## src/hdl/khc_pkg.sv

```systemverilog
`timescale 1ns / 1ps
// ----------------------------------------------------------------------------
// khc_pkg
// Shared constants, types and helpers of the k-mer histogram counter.
// ----------------------------------------------------------------------------
package khc_pkg;

  localparam int unsigned KmerLen    = 8;
  localparam int unsigned CountWidth = 32;
  localparam int unsigned BaseBits   = 2;
  localparam int unsigned KmerBits   = BaseBits * KmerLen;
  localparam int unsigned StoreDepth = 2 ** KmerBits;
  localparam int unsigned SeenLimit  = 2 * KmerLen - 1;
  localparam int unsigned SeenWidth  = $clog2(SeenLimit + 1);
  localparam int unsigned QueryWidth = 16;
  localparam int unsigned OutWidth   = 32;

  localparam int unsigned CmdDepth   = 4;
  localparam int unsigned CmdPtrW    = $clog2(CmdDepth);
  localparam int unsigned CmdCntW    = $clog2(CmdDepth + 1);
  localparam int unsigned OutDepth   = 4;
  localparam int unsigned OutPtrW    = $clog2(OutDepth);
  localparam int unsigned OutCntW    = $clog2(OutDepth + 1);

  localparam logic [63:0] OutMax     = 64'h0000_0000_FFFF_FFFF;

  typedef logic [BaseBits-1:0]   base_t;
  typedef logic [KmerBits-1:0]   kmer_t;
  typedef logic [CountWidth-1:0] count_t;
  typedef logic [SeenWidth-1:0]  seen_t;
  typedef logic [QueryWidth-1:0] query_t;
  typedef logic [OutWidth-1:0]   out_t;

  typedef enum logic {
    OpPush = 1'b0,
    OpRead = 1'b1
  } opcode_e;

  typedef struct packed {
    logic  is_read;
    kmer_t index;
  } cmd_t;

  // clamp a counter to the result field
  function automatic out_t count_to_out(input count_t c);
    logic [63:0] wide;
    wide = 64'(c);
    if (wide > OutMax) begin
      return '1;
    end
    return out_t'(wide);
  endfunction

endpackage

```

## src/hdl/khc_cmd_queue.sv

```systemverilog
`timescale 1ns / 1ps
// ----------------------------------------------------------------------------
// khc_cmd_queue
// Short command queue between the front and the back.
// ----------------------------------------------------------------------------
module khc_cmd_queue (
  input  logic          clk_i,
  input  logic          rst_ni,
  input  logic          push_i,
  input  khc_pkg::cmd_t cmd_i,
  output logic          full_o,
  input  logic          pop_i,
  output logic          valid_o,
  output khc_pkg::cmd_t head_o
);
  import khc_pkg::*;

  cmd_t               mem_q [CmdDepth];
  logic [CmdPtrW-1:0] wptr_q, rptr_q;
  logic [CmdCntW-1:0] cnt_q;
  logic               do_push, do_pop;

  assign full_o  = (cnt_q == CmdCntW'(CmdDepth));
  assign valid_o = (cnt_q != '0);
  assign head_o  = mem_q[rptr_q];
  assign do_push = push_i & ~full_o;
  assign do_pop  = pop_i & valid_o;

  always_ff @(posedge clk_i) begin
    if (do_push) begin
      mem_q[wptr_q] <= cmd_i;
    end
  end

  always_ff @(posedge clk_i or negedge rst_ni) begin
    if (!rst_ni) begin
      wptr_q <= '0;
      rptr_q <= '0;
      cnt_q  <= '0;
    end else begin
      if (do_push) begin
        wptr_q <= wptr_q + CmdPtrW'(1);
      end
      if (do_pop) begin
        rptr_q <= rptr_q + CmdPtrW'(1);
      end
      unique case ({do_push, do_pop})
        2'b10:   cnt_q <= cnt_q + CmdCntW'(1);
        2'b01:   cnt_q <= cnt_q - CmdCntW'(1);
        default: cnt_q <= cnt_q;
      endcase
    end
  end

  a_cnt_bound: assert property (@(posedge clk_i) disable iff (!rst_ni)
    (cnt_q == CmdCntW'(CmdDepth)) |=> (cnt_q != '0))
    else $error("command queue lost its entries while full");

endmodule

```

## config.mk

```make
export PLATFORM = sky130hd
export DESIGN_NAME = khc_cmd_queue
export DESIGN_NICKNAME = d
export VERILOG_FILES = /design/src/hdl/khc_pkg.sv /design/src/hdl/khc_cmd_queue.sv
export SDC_FILE = /design/constraint.sdc
export NUM_CORES = 1
export LEC_CHECK = 0
export BUFFER_PORTS_ARGS = -buffer_cell sky130_fd_sc_hd__buf_2
export CAP_MARGIN = 30
export CORE_MARGIN = 5
export CORE_UTILIZATION = 50
export CTS_BUF_LIST = sky130_fd_sc_hd__clkbuf_16
export CTS_CLUSTER_DIAMETER = 60
export DETAILED_ROUTE_END_ITERATION = 10
export PLACE_DENSITY = 0.68
export SLEW_MARGIN = 20
export SYNTH_ARGS = -nofsm -noshare
export SYNTH_HDL_FRONTEND = slang
export SYNTH_SLANG_ARGS = --single-unit
export TNS_END_PERCENT = 30
```

## constraint.sdc

```tcl
create_clock -name clk_i -period 2.6 [get_ports clk_i]
set_input_delay 0.52 -clock clk_i [delete_from_list [all_inputs] [get_ports clk_i]]
set_output_delay 0.52 -clock clk_i [all_outputs]
set_load 0.005 [all_outputs]
```

; ---- Word-level counts from Yosys, hierarchy flattened
; Memories as Yosys holds them, arrays and structs flattened.
; Index checks and enable logic that the tools add are counted.
[classes]
n_reduce_logical = 2
n_addsub = 4
eq_ne = 3
n_mux = 3
bitwise_logic = 3
[op_table]
columns = operator, n
row1 = $pmux 3 s2, 1
row2 = $add 2x1->2 const B, 2
row3 = $add 3x1->3 const B, 1
row4 = $eq 3x3->1 const B, 1
row5 = $reduce_bool 3->1, 1
row6 = $sub 3x1->3 const B, 1
row7 = $and 1x1->1, 2
row8 = $eq 2x1->1 const B, 1
row9 = $eq 2x2->1 const B, 1
row10 = $mux 1, 2
row11 = $reduce_bool 2->1, 1
row12 = $not 1->1, 1
[totals]
elab_cells = 19
ram_bits = 68
mem_count = 1
ff_bits = 7
out_inout_bits = 19
[memory_table]
columns = name, depth, word_bits, rd, rd_clocked_by_memory_dff, wr, line_no
row1 = mem_q, 4, 17, 1, 0, 1, khc_cmd_queue.sv:18  ; cmd_t mem_q [CmdDepth];

; ---- Depth between registers and ports, before layout
[depth]
ltp_word = 5
ltp_mapped = 9
depth_no_buf = 9

; ---- Worst setup path after synthesis
; No wires, ideal clock.
[synth_path]
kind = flip-flop to flip-flop
startpoint = reg cnt_q[0]
endpoint = reg cnt_q[2]
path_slack_ns = 0.744
synth_period_minus_slack_ns = 1.856
required_time_ns = 2.521
path_buffers = 0
t_arrival_ns = 1.777
stages_incl_launch_ff = 10
cell_sequence = dfrtp_1 nor3b_2 nor2b_2 inv_1 ha_1 inv_1 fa_1 xor2_1 nor2_1 xor2_1
[synth_via]
elab_chain_len = 5
[synth_rtl]
columns = item, line_no
row1 = from (decl), khc_cmd_queue.sv:20  ; logic [CmdCntW-1:0] cnt_q;
row2 = from (signal assigned), khc_cmd_queue.sv:48  ; 2'b10: cnt_q <= cnt_q + CmdCntW'(1);
row3 = from (signal assigned), khc_cmd_queue.sv:49  ; 2'b01: cnt_q <= cnt_q - CmdCntW'(1);
row4 = from (signal assigned), khc_cmd_queue.sv:50  ; default: cnt_q <= cnt_q;
row5 = $eq 3x3->1 *, khc_cmd_queue.sv:23  ; assign full_o = (cnt_q == CmdCntW'(CmdDepth));
row6 = via full_o, khc_cmd_queue.sv:11  ; output logic full_o,
row7 = $not 1->1 *, khc_cmd_queue.sv:26  ; assign do_push = push_i & ~full_o;
row8 = $and 1x1->1 *, khc_cmd_queue.sv:26
row9 = $eq 2x1->1 or $eq 2x2->1 (tied branches), khc_cmd_queue.sv:47  ; unique case ({do_push, do_pop})
row10 = $pmux 3 s2 or $reduce_bool 2->1 (tied branches), -
; Mark *: on every way through the listed nets, which the timed path passes. The rest lies on a longest branch.
; A chain may end at the register's enable or synchronous reset.

==> results.yml <==
cells_and_area:
  most-common-layout-cells: "68 x edfxtp_1, 39 x buf_2, 9 x mux4_1, 9 x clkbuf_16"
  n_fill_cell: 411
  drive_above_1_share: 0.368
  antenna_cells: 0
  fin_cells: 254
  num-nets-final: 205
  final_common_cell: "edfxtp_1"
  area.growth.synth_to_final_pct: 19.3
route:
  vias_per_cell: 5.21
  vias: 1324
  wire_per_inst_um: 17.9
  first_pass_iters: 2
  wirelength_mm: 4.56
  drt_iter0_drc: 77
  antenna_left: 0
  drcViolationCount: 0
critical_path:
  required_ps: 2080
  cp-end-kind: "primary output"
  cp_top_family: "multiplexers"
  arrival_ps: 1770
  crit_slowest_cell: "mux4_1"
  critical_path.max_stage_delay_ps: 610
  path_cells: "buf_4 > mux4_1 > buf_2"
  reg2reg_from: "cnt_q[0]"
  worstSetupPathType: "flip-flop to primary output"
  cp-start-kind: "flip-flop"
  timing.rr.end: "cnt_q[2]"
  r2r_slack_ps: 630
  crit_start: "rptr_q[0]"
  rr_worst_depth: 9
  critPathBufInv: 2
  crit_fanout: 17
placement:
  dpl.hpwl_mm: 3.00
  place.gp.congestion: 0.681
  placed_cells: 239
  portBuffers: 39
clocking:
  htreeDepth: 3
  hold_buffers: 0
  cts.sinks: 75
  cts_tree: "built"
  post_cts.repair.setup_buffers: 0
  numCtsBuffers: 9
  insertion_delay_ps: 310
  clock_path_buffers: 2
  clk_pin_slew_ps: 50
  root_buffer: "clkbuf_16"
  cts_resized: 0
sta:
  fin_crit_sh: 0.881
  max-slew-margin-rel: 0.783
  min_period_ps: 2290
  report.final.slew_viol_count: 0
  clock.fmax_mhz: 437
  rsz0062_at_grt: "no"
  skew_ps: 3.63
  hold_violations: 0
  tightest_slew_ps: 325
  finalSetupViolCount: 0
  tns_ps: 0
floorplan:
  initial_utilization: 0.521
  dieArea_um2: 7470
  die_h_um: 86.5
  ioPinCount: 40
  num_rows: 27
  die_w_um: 86.5
  core_area_um2: 5610
logic_synthesis:
  synth-seq-cells: 75
  synthDistinctLibCells: 21
  syn-num-nets: 153
  ys_warn_count: 0
  ys_seq_area_frac: 0.759
  syn_avg_cell_area_um2: 23.2
  syn_inst: 126
  synth_area_um2: 2920
global_route:
  track_usage: 0.139
  antenna_found_initial: 0
  grt_pass1_wl_mm: 7.56
  grt-ovfl-total: 0
  grt_max_degree: 18
  grt_pass1_vias: 1515
pwr:
  p_leak_nw: 1.31
  power_density_nw_per_um2: 1120
  ir_worst_vdd_uv: 591
run:
  maxCapViolations: 0
worst_hold_path:
  hold_class: "input pin to asynchronous set/reset pin"
outcome:
  status: "complete, no violations"
layer usage:
metal	track usage	wire length [um]
met1	0.157	1880
met2	0.243	2420
met3	0.0409	208
met4	0.0637	42
met5	0	0
sequential cells by signal, indices dropped and copies added, names as in the netlist:
register	count
cnt_q	3
mem_q	68
rptr_q	2
wptr_q	2
cell families after synthesis:
logic type | synth area share
adder cells (fa/ha/maj) | 0.0283
XOR/XNOR | 0.0180
AND/OR/NAND/NOR | 0.0205
AO/OA/AOI/OAI | 0.00300
multiplexers | 0.150
flip-flops | 0.759
buffers and inverters | 0.0218
worst reg2reg max path, delay by kind of cell (launching register included):
family                   cells  cell delay (ps)
XOR/XNOR                     2              320
flip-flops                   1              430
AND/OR/NAND/NOR              3              460
adder cells (fa/ha/maj)      2              550
buffers and inverters        2              130
synthesized netlist by cell type (all sizes together):
library cell / count / area (um2)
xnor2: 3 / 26.3
nand2: 1 / 3.75
dfrtp: 7 / 175
nor3b: 1 / 12.5
fa: 1 / 20.0
buf: 4 / 41.3
nor2b: 1 / 8.76
o31a: 1 / 8.76
nor2: 1 / 3.75
or3: 1 / 6.26
mux2: 1 / 11.3
xor2: 3 / 26.3
edfxtp: 68 / 2040
ha: 5 / 62.6
inv: 6 / 22.5
mux2i: 1 / 10.0
mux4: 17 / 417
and2: 4 / 25.0
layout make-up:
cell class                      count  area, um2  area share
Sequential cell                    75       2220       0.636
Tap cell                           72       90.1      0.0258
Timing Repair Buffer               45        240      0.0689
Clock inverter                      6       50.0      0.0144
Multi-Input combinational cell     41        642       0.184
Clock buffer                        9        225      0.0646
Inverter                            6       22.5     0.00646
how the worst max path moves through the flow:
stage | endpoint | slack [ps] | cells after the start
detailed placement | cnt_q[2] | 600 | 9
global route | head_o[4] | 220 | 3
global placement | head_o[6] | 630 | 3
floorplan | cnt_q[2] | 740 | 9
CTS | head_o[6] | 280 | 3
finish | head_o[0] | 310 | 3
where the power goes:
| group | leakage (nW) | switching [mW] | internal, mW | total, mW |
|---|---|---|---|---|
| Clock | 0.143 | 0.396 | 0.720 | 1.12 |
| Sequential | 0.704 | 0.115 | 1.61 | 1.73 |
| Combinational | 0.460 | 0.502 | 0.545 | 1.05 |
| Total | 1.31 | 1.01 | 2.88 | 3.89 |
per-stage QoR:
stage                     power (mW)  instance area (um2)   util  setup slack, ps  hold slack [ps]
after floorplan                 2.45                 2920      -              744              224
after global placement          2.78                 3210  0.573              627              360
after detailed placement        2.83                 3210  0.573              600              368
after CTS                       3.95                 3490  0.622              277             33.1
after global routing            4.13                 3490  0.622              224             31.2
final                           3.89                 3490  0.622              310             36.8
No activity file was read; power rests on OpenSTA's default activity.
