## src/hdl/khc_pkg.sv

```systemverilog
`timescale 1ns / 1ps
// ----------------------------------------------------------------------------
// khc_pkg
// Shared constants, types and helpers of the k-mer histogram counter.
// ----------------------------------------------------------------------------
package khc_pkg;

  localparam int unsigned KmerLen    = 8;
  localparam int unsigned CountWidth = 32;
  localparam int unsigned BaseBits   = 2;
  localparam int unsigned KmerBits   = BaseBits * KmerLen;
  localparam int unsigned StoreDepth = 2 ** KmerBits;
  localparam int unsigned SeenLimit  = 2 * KmerLen - 1;
  localparam int unsigned SeenWidth  = $clog2(SeenLimit + 1);
  localparam int unsigned QueryWidth = 16;
  localparam int unsigned OutWidth   = 32;

  localparam int unsigned CmdDepth   = 4;
  localparam int unsigned CmdPtrW    = $clog2(CmdDepth);
  localparam int unsigned CmdCntW    = $clog2(CmdDepth + 1);
  localparam int unsigned OutDepth   = 4;
  localparam int unsigned OutPtrW    = $clog2(OutDepth);
  localparam int unsigned OutCntW    = $clog2(OutDepth + 1);

  localparam logic [63:0] OutMax     = 64'h0000_0000_FFFF_FFFF;

  typedef logic [BaseBits-1:0]   base_t;
  typedef logic [KmerBits-1:0]   kmer_t;
  typedef logic [CountWidth-1:0] count_t;
  typedef logic [SeenWidth-1:0]  seen_t;
  typedef logic [QueryWidth-1:0] query_t;
  typedef logic [OutWidth-1:0]   out_t;

  typedef enum logic {
    OpPush = 1'b0,
    OpRead = 1'b1
  } opcode_e;

  typedef struct packed {
    logic  is_read;
    kmer_t index;
  } cmd_t;

  // clamp a counter to the result field
  function automatic out_t count_to_out(input count_t c);
    logic [63:0] wide;
    wide = 64'(c);
    if (wide > OutMax) begin
      return '1;
    end
    return out_t'(wide);
  endfunction

endpackage

```

## src/hdl/khc_front.sv

```systemverilog
`timescale 1ns / 1ps
// ----------------------------------------------------------------------------
// khc_front
// Accepts items, keeps the base window and chunk position, and turns each
// item into a counter increment, a counter read, or nothing.
// ----------------------------------------------------------------------------
module khc_front (
  input  logic            clk_i,
  input  logic            rst_ni,
  input  logic            push_i,
  output logic            full_o,
  input  logic            opcode_i,
  input  khc_pkg::base_t  base_code_i,
  input  logic            chunk_start_i,
  input  logic            first_chunk_i,
  input  khc_pkg::query_t query_index_i,
  input  logic            q_full_i,
  input  logic            clearing_i,
  output logic            cmd_valid_o,
  output khc_pkg::cmd_t   cmd_o
);
  import khc_pkg::*;

  kmer_t win_q, win_d;
  seen_t seen_q, seen_d;
  logic  first_q, first_d;

  kmer_t win_base;
  seen_t seen_base;
  logic  first_eff;
  seen_t thresh;
  logic  accept;
  logic  is_read;
  logic  complete;

  assign full_o  = q_full_i | clearing_i;
  assign accept  = push_i & ~full_o;
  assign is_read = (opcode_e'(opcode_i) == OpRead);

  always_comb begin
    win_base  = chunk_start_i ? '0 : win_q;
    seen_base = chunk_start_i ? '0 : seen_q;
    first_eff = chunk_start_i ? first_chunk_i : first_q;
    win_d     = {win_base[KmerBits-BaseBits-1:0], base_code_i};
    seen_d    = (seen_base < seen_t'(SeenLimit)) ? seen_base + seen_t'(1) : seen_base;
    first_d   = first_eff;
    thresh    = first_eff ? seen_t'(KmerLen) : seen_t'(SeenLimit);
    complete  = (seen_d >= thresh);
  end

  always_ff @(posedge clk_i or negedge rst_ni) begin
    if (!rst_ni) begin
      win_q   <= '0;
      seen_q  <= '0;
      first_q <= 1'b1;
    end else if (accept && !is_read) begin
      win_q   <= win_d;
      seen_q  <= seen_d;
      first_q <= first_d;
    end
  end

  assign cmd_valid_o   = accept & (is_read | complete);
  assign cmd_o.is_read = is_read;
  assign cmd_o.index   = is_read ? kmer_t'(query_index_i) : win_d;

endmodule

```

## config.mk

```make
export PLATFORM = sky130hd
export DESIGN_NAME = khc_front
export DESIGN_NICKNAME = d
export VERILOG_FILES = /design/src/hdl/khc_pkg.sv /design/src/hdl/khc_front.sv
export SDC_FILE = /design/constraint.sdc
export NUM_CORES = 1
export LEC_CHECK = 0
export ABC_AREA = 1
export BUFFER_PORTS_ARGS = -buffer_cell sky130_fd_sc_hd__buf_4
export CORE_MARGIN = 8
export CORE_UTILIZATION = 50
export CTS_BUF_LIST = sky130_fd_sc_hd__clkbuf_2 sky130_fd_sc_hd__clkbuf_4 sky130_fd_sc_hd__clkbuf_8
export DETAILED_ROUTE_END_ITERATION = 7
export GPL_TIMING_DRIVEN = 0
export PLACE_DENSITY = 0.87
export REMOVE_ABC_BUFFERS = 1
export SLEW_MARGIN = 20
export SYNTH_ARGS = -nofsm -noshare
export SYNTH_HDL_FRONTEND = slang
export SYNTH_SLANG_ARGS = --single-unit
export TNS_END_PERCENT = 1
```

## constraint.sdc

```tcl
create_clock -name clk_i -period 1.9 [get_ports clk_i]
set_clock_uncertainty 0.2 [all_clocks]
set_input_delay 0.095 -clock clk_i [delete_from_list [all_inputs] [get_ports clk_i]]
set_output_delay 0.095 -clock clk_i [all_outputs]
set_load 0.02 [all_outputs]
```

Word-level counts from Yosys, hierarchy flattened
Cells that the tools add are included.
{"block": "op_classes", "add_sub_neg": 1, "n_mul": 0, "div_mod_pow": 0, "n_lt_le_gt_ge": 2, "n_eq_ne": 0, "shifts": 0, "muxes": 6, "bitwise_logic": 5, "reduce_logical": 2}
{"operator": "$mux 16", "count": 1}
{"operator": "$mux 14", "count": 1}
{"operator": "$mux 4", "count": 2}
{"operator": "$add 4x1->4 const B", "count": 1}
{"operator": "$ge 4x4->1", "count": 1}
{"operator": "$lt 4x4->1 const B", "count": 1}
{"operator": "$mux 3", "count": 1}
{"operator": "$and 1x1->1", "count": 2}
{"operator": "$or 1x1->1", "count": 2}
{"operator": "$logic_and 1x1->1", "count": 1}
{"operator": "$logic_not 1->1", "count": 1}
{"operator": "$mux 1", "count": 1}
{"operator": "$not 1->1", "count": 1}
{"block": "totals", "regBits": 19, "latchBits": 0, "ramBits": 0, "rom_bits": 0, "in_bits": 26, "output_inout_bits": 19, "elab_cells": 19, "mem_count": 0}

Depth between registers and ports, before layout
Gate-level depths: netlist of run 1.
{"block": "depth", "ltp_word": 6, "depth_mapped": 15}

Worst setup path after synthesis of run 1
OpenSTA, ideal clock, no wires.
{"block": "synth_path", "path_type": "flip-flop to output port", "startpoint": "reg seen_q[0]", "endpoint": "out cmd_valid_o", "arrival_time_ns": 1.632, "t_required_ns": 1.605, "slack_ns": -0.027, "stages_incl_launch_ff": 15, "path_buffers": 0, "path_cell_list": "dfrtp_1 > nand3_1 > inv_1 > nand2_1 > nor2_1 > nor2_1 > ha_1 > inv_1 > nand2_1 > nand2_1 > nand2_1 > nand2_1 > nand2_1 > nand2_1 > a21oi_1"}
{"block": "synth_between", "elab_chain_cells": 6, "word_cells_on_any_way": 7, "cone_classes": "add/sub (1); order compare (2); mux (2); bitwise (2)"}
{"element": "start: declaration", "line": "khc_front.sv:25", "text": "seen_t seen_q, seen_d;"}
{"element": "start signal: assignment", "line": "khc_front.sv:58", "text": "seen_q <= seen_d;"}
{"element": "$mux 4 *", "line": "khc_front.sv:42", "text": "seen_base = chunk_start_i ? '0 : seen_q;"}
{"element": "$add 4x1->4 / $lt 4x4->1 (equally long branches)", "line": "khc_front.sv:45", "text": "seen_d = (seen_base < seen_t'(SeenLimit)) ? seen_base + seen_t'(1) : seen_base;"}
{"element": "$mux 4 *", "line": "khc_front.sv:45"}
{"element": "$ge 4x4->1 *", "line": "khc_front.sv:48", "text": "complete = (seen_d >= thresh);"}
{"element": "$or 1x1->1 *", "line": "khc_front.sv:63", "text": "assign cmd_valid_o = accept & (is_read | complete);"}
{"element": "$and 1x1->1 *", "line": "khc_front.sv:63"}
{"element": "end: declaration", "line": "khc_front.sv:19", "text": "output logic cmd_valid_o,"}
Mark *: on every way between the ends. The rest lies on a longest branch, timed or not.

Final worst setup path of run 1
Ends and elaborated chain as after synthesis.

==> reports/qor.csv, run 1 <==
stage,metric,value,unit
logic_synthesis,synthAdderAreaFrac,3.12,%
clock_tree,cts_buffers,3,
timing,period_share,127,%
global_route,grt_max_degree,31,
clock_tree,root_buffer,clkbuf_4,
logic_synthesis,yosys.area.top_type_share,37.5,%
logic_synthesis,muxShareOfSynthArea,0,%
logic_synthesis,syn_area,1200,µm²
finish,multi_input_comb_area,573,µm²
global_route,grt_pass1_vias,1167,
timing,rsz0062_at_grt,true,
finish,nets,234,
timing,worst_slack,-0.515,ns
run,maxCapViolations,0,
floorplan,initial_core_util,53.3,%
logic_synthesis,ys_ff_latch,19,
drt,drt.antenna.violating_nets,0,
clock_tree,cts-htree-levels,1,
floorplan,dieArea,4230,µm²
placement,placed_cell_area,1490,µm²
outcome,violations,negative setup slack,
power,powerDensity,718,nW/µm²
finish,antenna_cells,0,
global_route,grt_use_total,14.3,%
setup_path,critPathMaxStageDelay,0.39,ns
global_route,antenna_found_initial,0,
logic_synthesis,synth_commonest_cells,"nand2_1 (43), inv_1 (21), dfrtp_1 (18)",
floorplan,ios,45,
logic_synthesis,synth_most_common_cell,nand2_1,
clock_tree,cts.path.max_buffers,2,
timing,fmax,414,MHz
outcome,status,"complete, but fails checks",
placement,place_congestion,0.826,
setup_path,critPathLaunchType,register,
drt,routedWlPerCell,13.6,µm
setup_path,r2r-start,win_q[9],
drt,viasPerCell,5.34,
worst_hold_path,hold_path.class,in -> async,
logic_synthesis,synth_top_area_cell,dfrtp_1,
logic_synthesis,ys.flop_type,dfrtp_1,
finish,fill_cells,185,
setup_path,path_common_cell,nand2_1,
placement,portBuffers,44,
clock_tree,clock-sinks,19,
floorplan,core_area,2250,µm²
logic_synthesis,yosys.area_share.simple,24.3,%
drt,drtIter0Drc,40,
setup_path,critPathRequiredTime,1.60,ns
floorplan,die_h,65.0,µm
logic_synthesis,netlist_instances,156,
finish,drive_gt1_share,36.3,%
clock_tree,clk-insertion-delay-late,0.29,ns
setup_path,crit_family,simple AND/OR/NAND/NOR gates,
logic_synthesis,synth_compound_area_share,18.8,%
logic_synthesis,synth_area_per_cell,7.71,µm²
setup_path,r2r_end,win_q[11],
drt,vias,1239,
power,leakage,0.000843,µW
timing,finalHoldViolations,0,
drt,drt-pass1-iter-count,4,
timing,finalSetupViolCount,1,
logic_synthesis,synth_top_family_by_area,simple AND/OR/NAND/NOR gates,
drt,routed_wirelength,3.15,mm
placement,place_hpwl,2.14,mm
global_route,grt_pass1_wl,5.13,mm
global_route,grt-ovfl-total,0,
logic_synthesis,synth_area_leaders,"dfrtp_1 (37%), nand2_1 (13%), o21ai_0 (7.1%)",
power,peakVddDrop,0.546,mV
setup_path,crit_type,reg -> out,
finish,design_area,1620,µm²
setup_path,path_max_fanout,3,
logic_synthesis,yosysUniqueCellTypes,26,
setup_path,reg2reg_depth,3,
timing,max_slew_margin,77.2,%
timing,fin_crit,2.41,ns
clock_tree,cts_tree,built,
timing,worst_pin_slew,0.342,ns
drt,drcViolationCount,0,
logic_synthesis,ys_warn_count,0,
setup_path,worst_setup_path_end_kind,primary output,
setup_path,regToRegSetupSlack,0.47,ns
setup_path,critical-path-slowest-cell,dfrtp_1,
setup_path,worstPathBufferInverterCount,3,
setup_path,cp_cell_sequence,"nand3_2, inv_2, nand2_2, nor2_2, nor2_2, ha_1, inv_1, nand2_1, nand2_1, nand2_1, nand2_1, nand2_1, nand2_1, a21oi_2, buf_6",
logic_synthesis,ys_seq_area_share,39.6,%
finish,regArea,477,µm²
floorplan,die_w,65.0,µm
setup_path,worstPathArrival,2.12,ns
placement,pre_cts_slack,-0.407,ns
logic_synthesis,ys_async_sr_fraction,100,%
power,power.total,1160,µW
logic_synthesis,synth_xor_area_share,0,%
timing,drv_slew,0,
clock_tree,clkTransAtPathRegs,0.10,ns
logic_synthesis,synth_edf_count,0,
floorplan,fp-row-count,17,
finish,syn2layout_area_growth,35.0,%
==> cell type report <==
type | count | share of cell area, %
Multi-Input combinational cell | 104 | 35.3
Timing Repair Buffer | 54 | 25.8
Tap cell | 28 | 2.16
Clock buffer | 4 | 1.85
Inverter | 23 | 5.47
Sequential cell | 19 | 29.4
==> logic make-up (layout without fill, tap and decap cells) <==
family | count (synthesis) | after routing
flip-flops | 19 | 19
AND/OR/NAND/NOR | 66 | 66
adder cells (fa/ha/maj) | 3 | 3
buffers and inverters | 33 | 81
AO/OA/AOI/OAI | 35 | 35
==> cells in the final DEF (no fill, tap or decap), types with 3 or more instances in the layout <==
| cell type | instances |
|---|---|
| ha_1 | 3 |
| inv_1 | 19 |
| buf_4 | 49 |
| o31ai_1 | 9 |
| clkbuf_4 | 4 |
| nand2_1 | 42 |
| dlygate4sd3_1 | 4 |
| nand2_2 | 3 |
| inv_2 | 3 |
| nand3_1 | 14 |
| o21ai_0 | 17 |
| nor2_2 | 3 |
| dfrtp_1 | 18 |
| o21ai_2 | 3 |
==> worst reg2reg max path: stages (launching register included) <==
cell,delay [ns]
dfrtp_1,0.33
inv_1,0.06
o31ai_2,0.20
dlygate4sd3_1,0.58
==> registers in the layout, summed over array words and instances (netlist names) <==
register,flops
first_q,1
seen_q,4
win_q,14
==> worst max path at each step <==
stage / start / endpoint / slack (ns) / cells after the start
6_report: seen_q[0] / cmd_valid_o / -0.51 / 15
3_5_place_dp: chunk_start_i / cmd_valid_o / -0.41 / 17
5_1_grt: seen_q[0] / cmd_valid_o / -0.62 / 15
2_1_floorplan: seen_q[0] / cmd_valid_o / -0.04 / 14
4_1_cts: seen_q[0] / cmd_valid_o / -0.39 / 15
3_3_place_gp: chunk_start_i / cmd_valid_o / -0.31 / 17
==> power by group <==
group          internal, µW  switching, µW  leakage [µW]
sequential              487           46.9      0.000245
clock                  96.0            120     0.0000184
combinational           186            229      0.000580
total                   769            396      0.000843
==> per-layer routing <==
layer	share of wire [%]	up-vias	global-route usage [%]
li1	-	600	-
met1	41	582	16.0
met2	49	49	25.6
met3	9.1	8	4.30
met4	1.1	0	4.09
met5	0	-	0
==> through the flow <==
| stage | TNS (ns) | utilization [%] | hold slack, ns | instances |
|---|---|---|---|---|
| after detailed placement | -0.407 | 66.0 | -0.217 | 218 |
| after floorplan | -0.0395 | - | -0.401 | 146 |
| after global routing | -0.619 | 72.0 | 0.0440 | 232 |
| after global placement | -0.307 | 66.0 | -0.221 | 218 |
| final | -0.515 | 72.0 | 0.0203 | 232 |
| after CTS | -0.386 | 70.4 | 0.0147 | 229 |
==> what timing repair did <==
item                                    CTS  global route
hold endpoints to repair                 22             0
hold buffers                              4             0
setup buffers                             3             3
endpoints found under the setup margin    1             1
pin swaps                                 1             8
resized for setup                         4             4
No activity file was read; power rests on OpenSTA's default activity.
==> run 2, diff against run 1 <==
--- a/config.mk
+++ b/config.mk
@@ -12,8 +12,9 @@
 export CTS_BUF_LIST = sky130_fd_sc_hd__clkbuf_2 sky130_fd_sc_hd__clkbuf_4 sky130_fd_sc_hd__clkbuf_8
 export DETAILED_ROUTE_END_ITERATION = 7
 export GPL_TIMING_DRIVEN = 0
-export PLACE_DENSITY = 0.87
+export PLACE_DENSITY = 0.79
 export REMOVE_ABC_BUFFERS = 1
+export SKIP_LAST_GASP = 1
 export SLEW_MARGIN = 20
 export SYNTH_ARGS = -nofsm -noshare
 export SYNTH_HDL_FRONTEND = slang
==> reports/qor.csv, run 2 (synthesis gave the netlist of run 1 again) <==
stage,metric,value,unit,change
setup_path,critPathLaunchType,register,,
finish,fill_cells,192,,+3.8%
timing,fin_crit,2.26,ns,-0.158 ns
setup_path,worst_setup_path_end_kind,primary output,,
finish,final_cell_mix,"buf_4 (50), nand2_1 (42), inv_1 (20)",,
power,leakage,0.000849,µW,+0.67%
clock_tree,root_buffer,clkbuf_4,,
setup_path,cp_cell_sequence,"nand3_2, inv_2, nand2_2, buf_4, o22ai_1, ha_1, nand2_1, nand2_1, nand2_1, nand2_1, nand2_1, a21oi_2, buf_6",,
global_route,grt_use_total,14.5,%,+0.19 points
drt,routed_wirelength,3.07,mm,-2.4%
finish,nets,235,,+0.43%
setup_path,path_common_cell,nand2_1,,
clock_tree,clock-sinks,19,,unchanged
outcome,status,"complete, but fails checks",,
power,peakVddDrop,0.525,mV,-3.9%
setup_path,crit_type,reg -> out,,
timing,period_share,119,%,-8.3 points
clock_tree,cts_tree,built,,
finish,design_area,1630,µm²,+0.46%
floorplan,fp-row-count,17,,unchanged
finish,largest_reg_flops,14,,unchanged
timing,worst_pin_slew,0.359,ns,+0.0173 ns
timing,drv_slew,0,,unchanged
timing,max_slew_margin,76.0,%,-1.2 points
drt,met2WireLength,1.58,mm,+2.3%
worst_hold_path,hold_path.class,in -> async,,
floorplan,die_w,65.0,µm,unchanged
setup_path,crit_family,simple AND/OR/NAND/NOR gates,,
global_route,grt_max_degree,31,,unchanged
drt,wl_met1,1.22,mm,-4.9%
placement,placed_cell_area,1490,µm²,unchanged
finish,final_common_cell,buf_4,,
floorplan,ios,45,,unchanged
setup_path,critical-path-slowest-cell,dfrtp_1,,
drt,dr_wl_met3,240,µm,-16%
clock_tree,clkTransAtPathRegs,0.10,ns,about the same
timing,finalHoldViolations,2,,+2
floorplan,initial_core_util,53.3,%,unchanged
setup_path,worstPathArrival,1.96,ns,-0.16 ns
setup_path,critPathRequiredTime,1.60,ns,about the same
drt,drt-pass1-iter-count,4,,unchanged
placement,portBuffers,44,,unchanged
clock_tree,cts_buffers,3,,unchanged
finish,syn2layout_area_growth,35.6,%,
placement,place_congestion,0.790,,-4.3%
global_route,grt_pass1_vias,1162,,-0.43%
placement,place_inst,218,,unchanged
timing,finalSetupViolCount,1,,unchanged
finish,stdcell_count,233,,+0.43%
placement,place_hpwl,2.17,mm,+1.3%
timing,worst_slack,-0.357,ns,+0.158 ns
power,powerDensity,718,nW/µm²,about the same
finish,finish.utilization,72.3,%,+0.33 points
clock_tree,clk-insertion-delay-late,0.29,ns,about the same
setup_path,worstPathBufferInverterCount,3,,unchanged
setup_path,path_max_fanout,2,,-1
drt,drcViolationCount,0,,unchanged
drt,drtIter0Drc,50,,+25%
finish,drive_gt1_share,36.1,%,-0.18 points
outcome,violations,"negative hold slack, negative setup slack",,
timing,rsz0062_at_grt,true,,
global_route,grt_pass1_wl,5.02,mm,-2.1%
drt,topRoutingLayerUsed,met4,,
clock_tree,cts.path.max_buffers,2,,unchanged
clock_tree,cts-htree-levels,1,,unchanged
global_route,grt-ovfl-total,0,,unchanged
floorplan,die_h,65.0,µm,unchanged
finish,antenna_cells,0,,unchanged
floorplan,core_area,2250,µm²,unchanged
placement,pre_cts_slack,-0.370,ns,+0.0369 ns
setup_path,critPathMaxStageDelay,0.37,ns,-0.02 ns
drt,viasPerCell,5.15,,-3.6%
floorplan,dieArea,4230,µm²,unchanged
finish,reg.largest.list,"win_q x14, seen_q x4, first_q x1",,
timing,hold_slack,-0.00185,ns,-0.0222 ns
run,maxCapViolations,0,,unchanged
drt,routedWlPerCell,13.2,µm,-2.8%
timing,fmax,443,MHz,+7.0%
global_route,antenna_found_initial,0,,unchanged
drt,drt.antenna.violating_nets,0,,unchanged
drt,vias,1200,,-3.1%
finish,regMostFlops,win_q,,
[run 2: area by class of cell]
type	instances	area [µm²]	area share, %
clock buffers	4	30.0	1.84
inverters	23	88.8	5.45
repair buffers	55	427	26.2
well taps	28	35.0	2.15
flip-flops and latches	19	477	29.2
multi-input cells	104	573	35.1
[run 2: path summary, 6_finish.rpt]
| kind | slack [ns] | to | cells past startpoint | from |
|---|---|---|---|---|
| max in group asynchronous | 1.24 | first_q | 2 | rst_ni |
| max | -0.36 | cmd_valid_o | 13 | seen_q[1] |
| min in group clk_i | 0.08 | first_q | 4 | chunk_start_i |
| min | -0.002 | win_q[4] | 2 | rst_ni |
| max reg2reg | 0.45 | win_q[11] | 3 | win_q[9] |
| min reg2reg | 0.29 | first_q | 2 | first_q |
[run 2: timing repair]
action	CTS	global route
pin swaps	6	5
setup buffers	6	1
setup endpoints to repair	1	1
gates resized for setup	5	3
hold buffers	4	0
hold endpoints to repair	22	0
[run 2: per-layer routing]
layer  track usage [%]  vias to the layer above
met1              14.9                      557
met4              4.36                        0
met2              27.5                       35
li1                  -                      604
met3              4.47                        4
met5                 0                        -
[run 2: report_power, final]
part | internal (µW) | switching [µW]
Sequential | 487 | 44.7
Clock | 96.0 | 121
Combinational | 192 | 230
[run 2: through the flow]
step	total power [µW]	setup TNS (ns)
6_report	1170	-0.357
5_1_grt	1250	-0.481
4_1_cts	1170	-0.379
3_5_place_dp	911	-0.370
3_3_place_gp	895	-0.315
2_1_floorplan	747	-0.0395
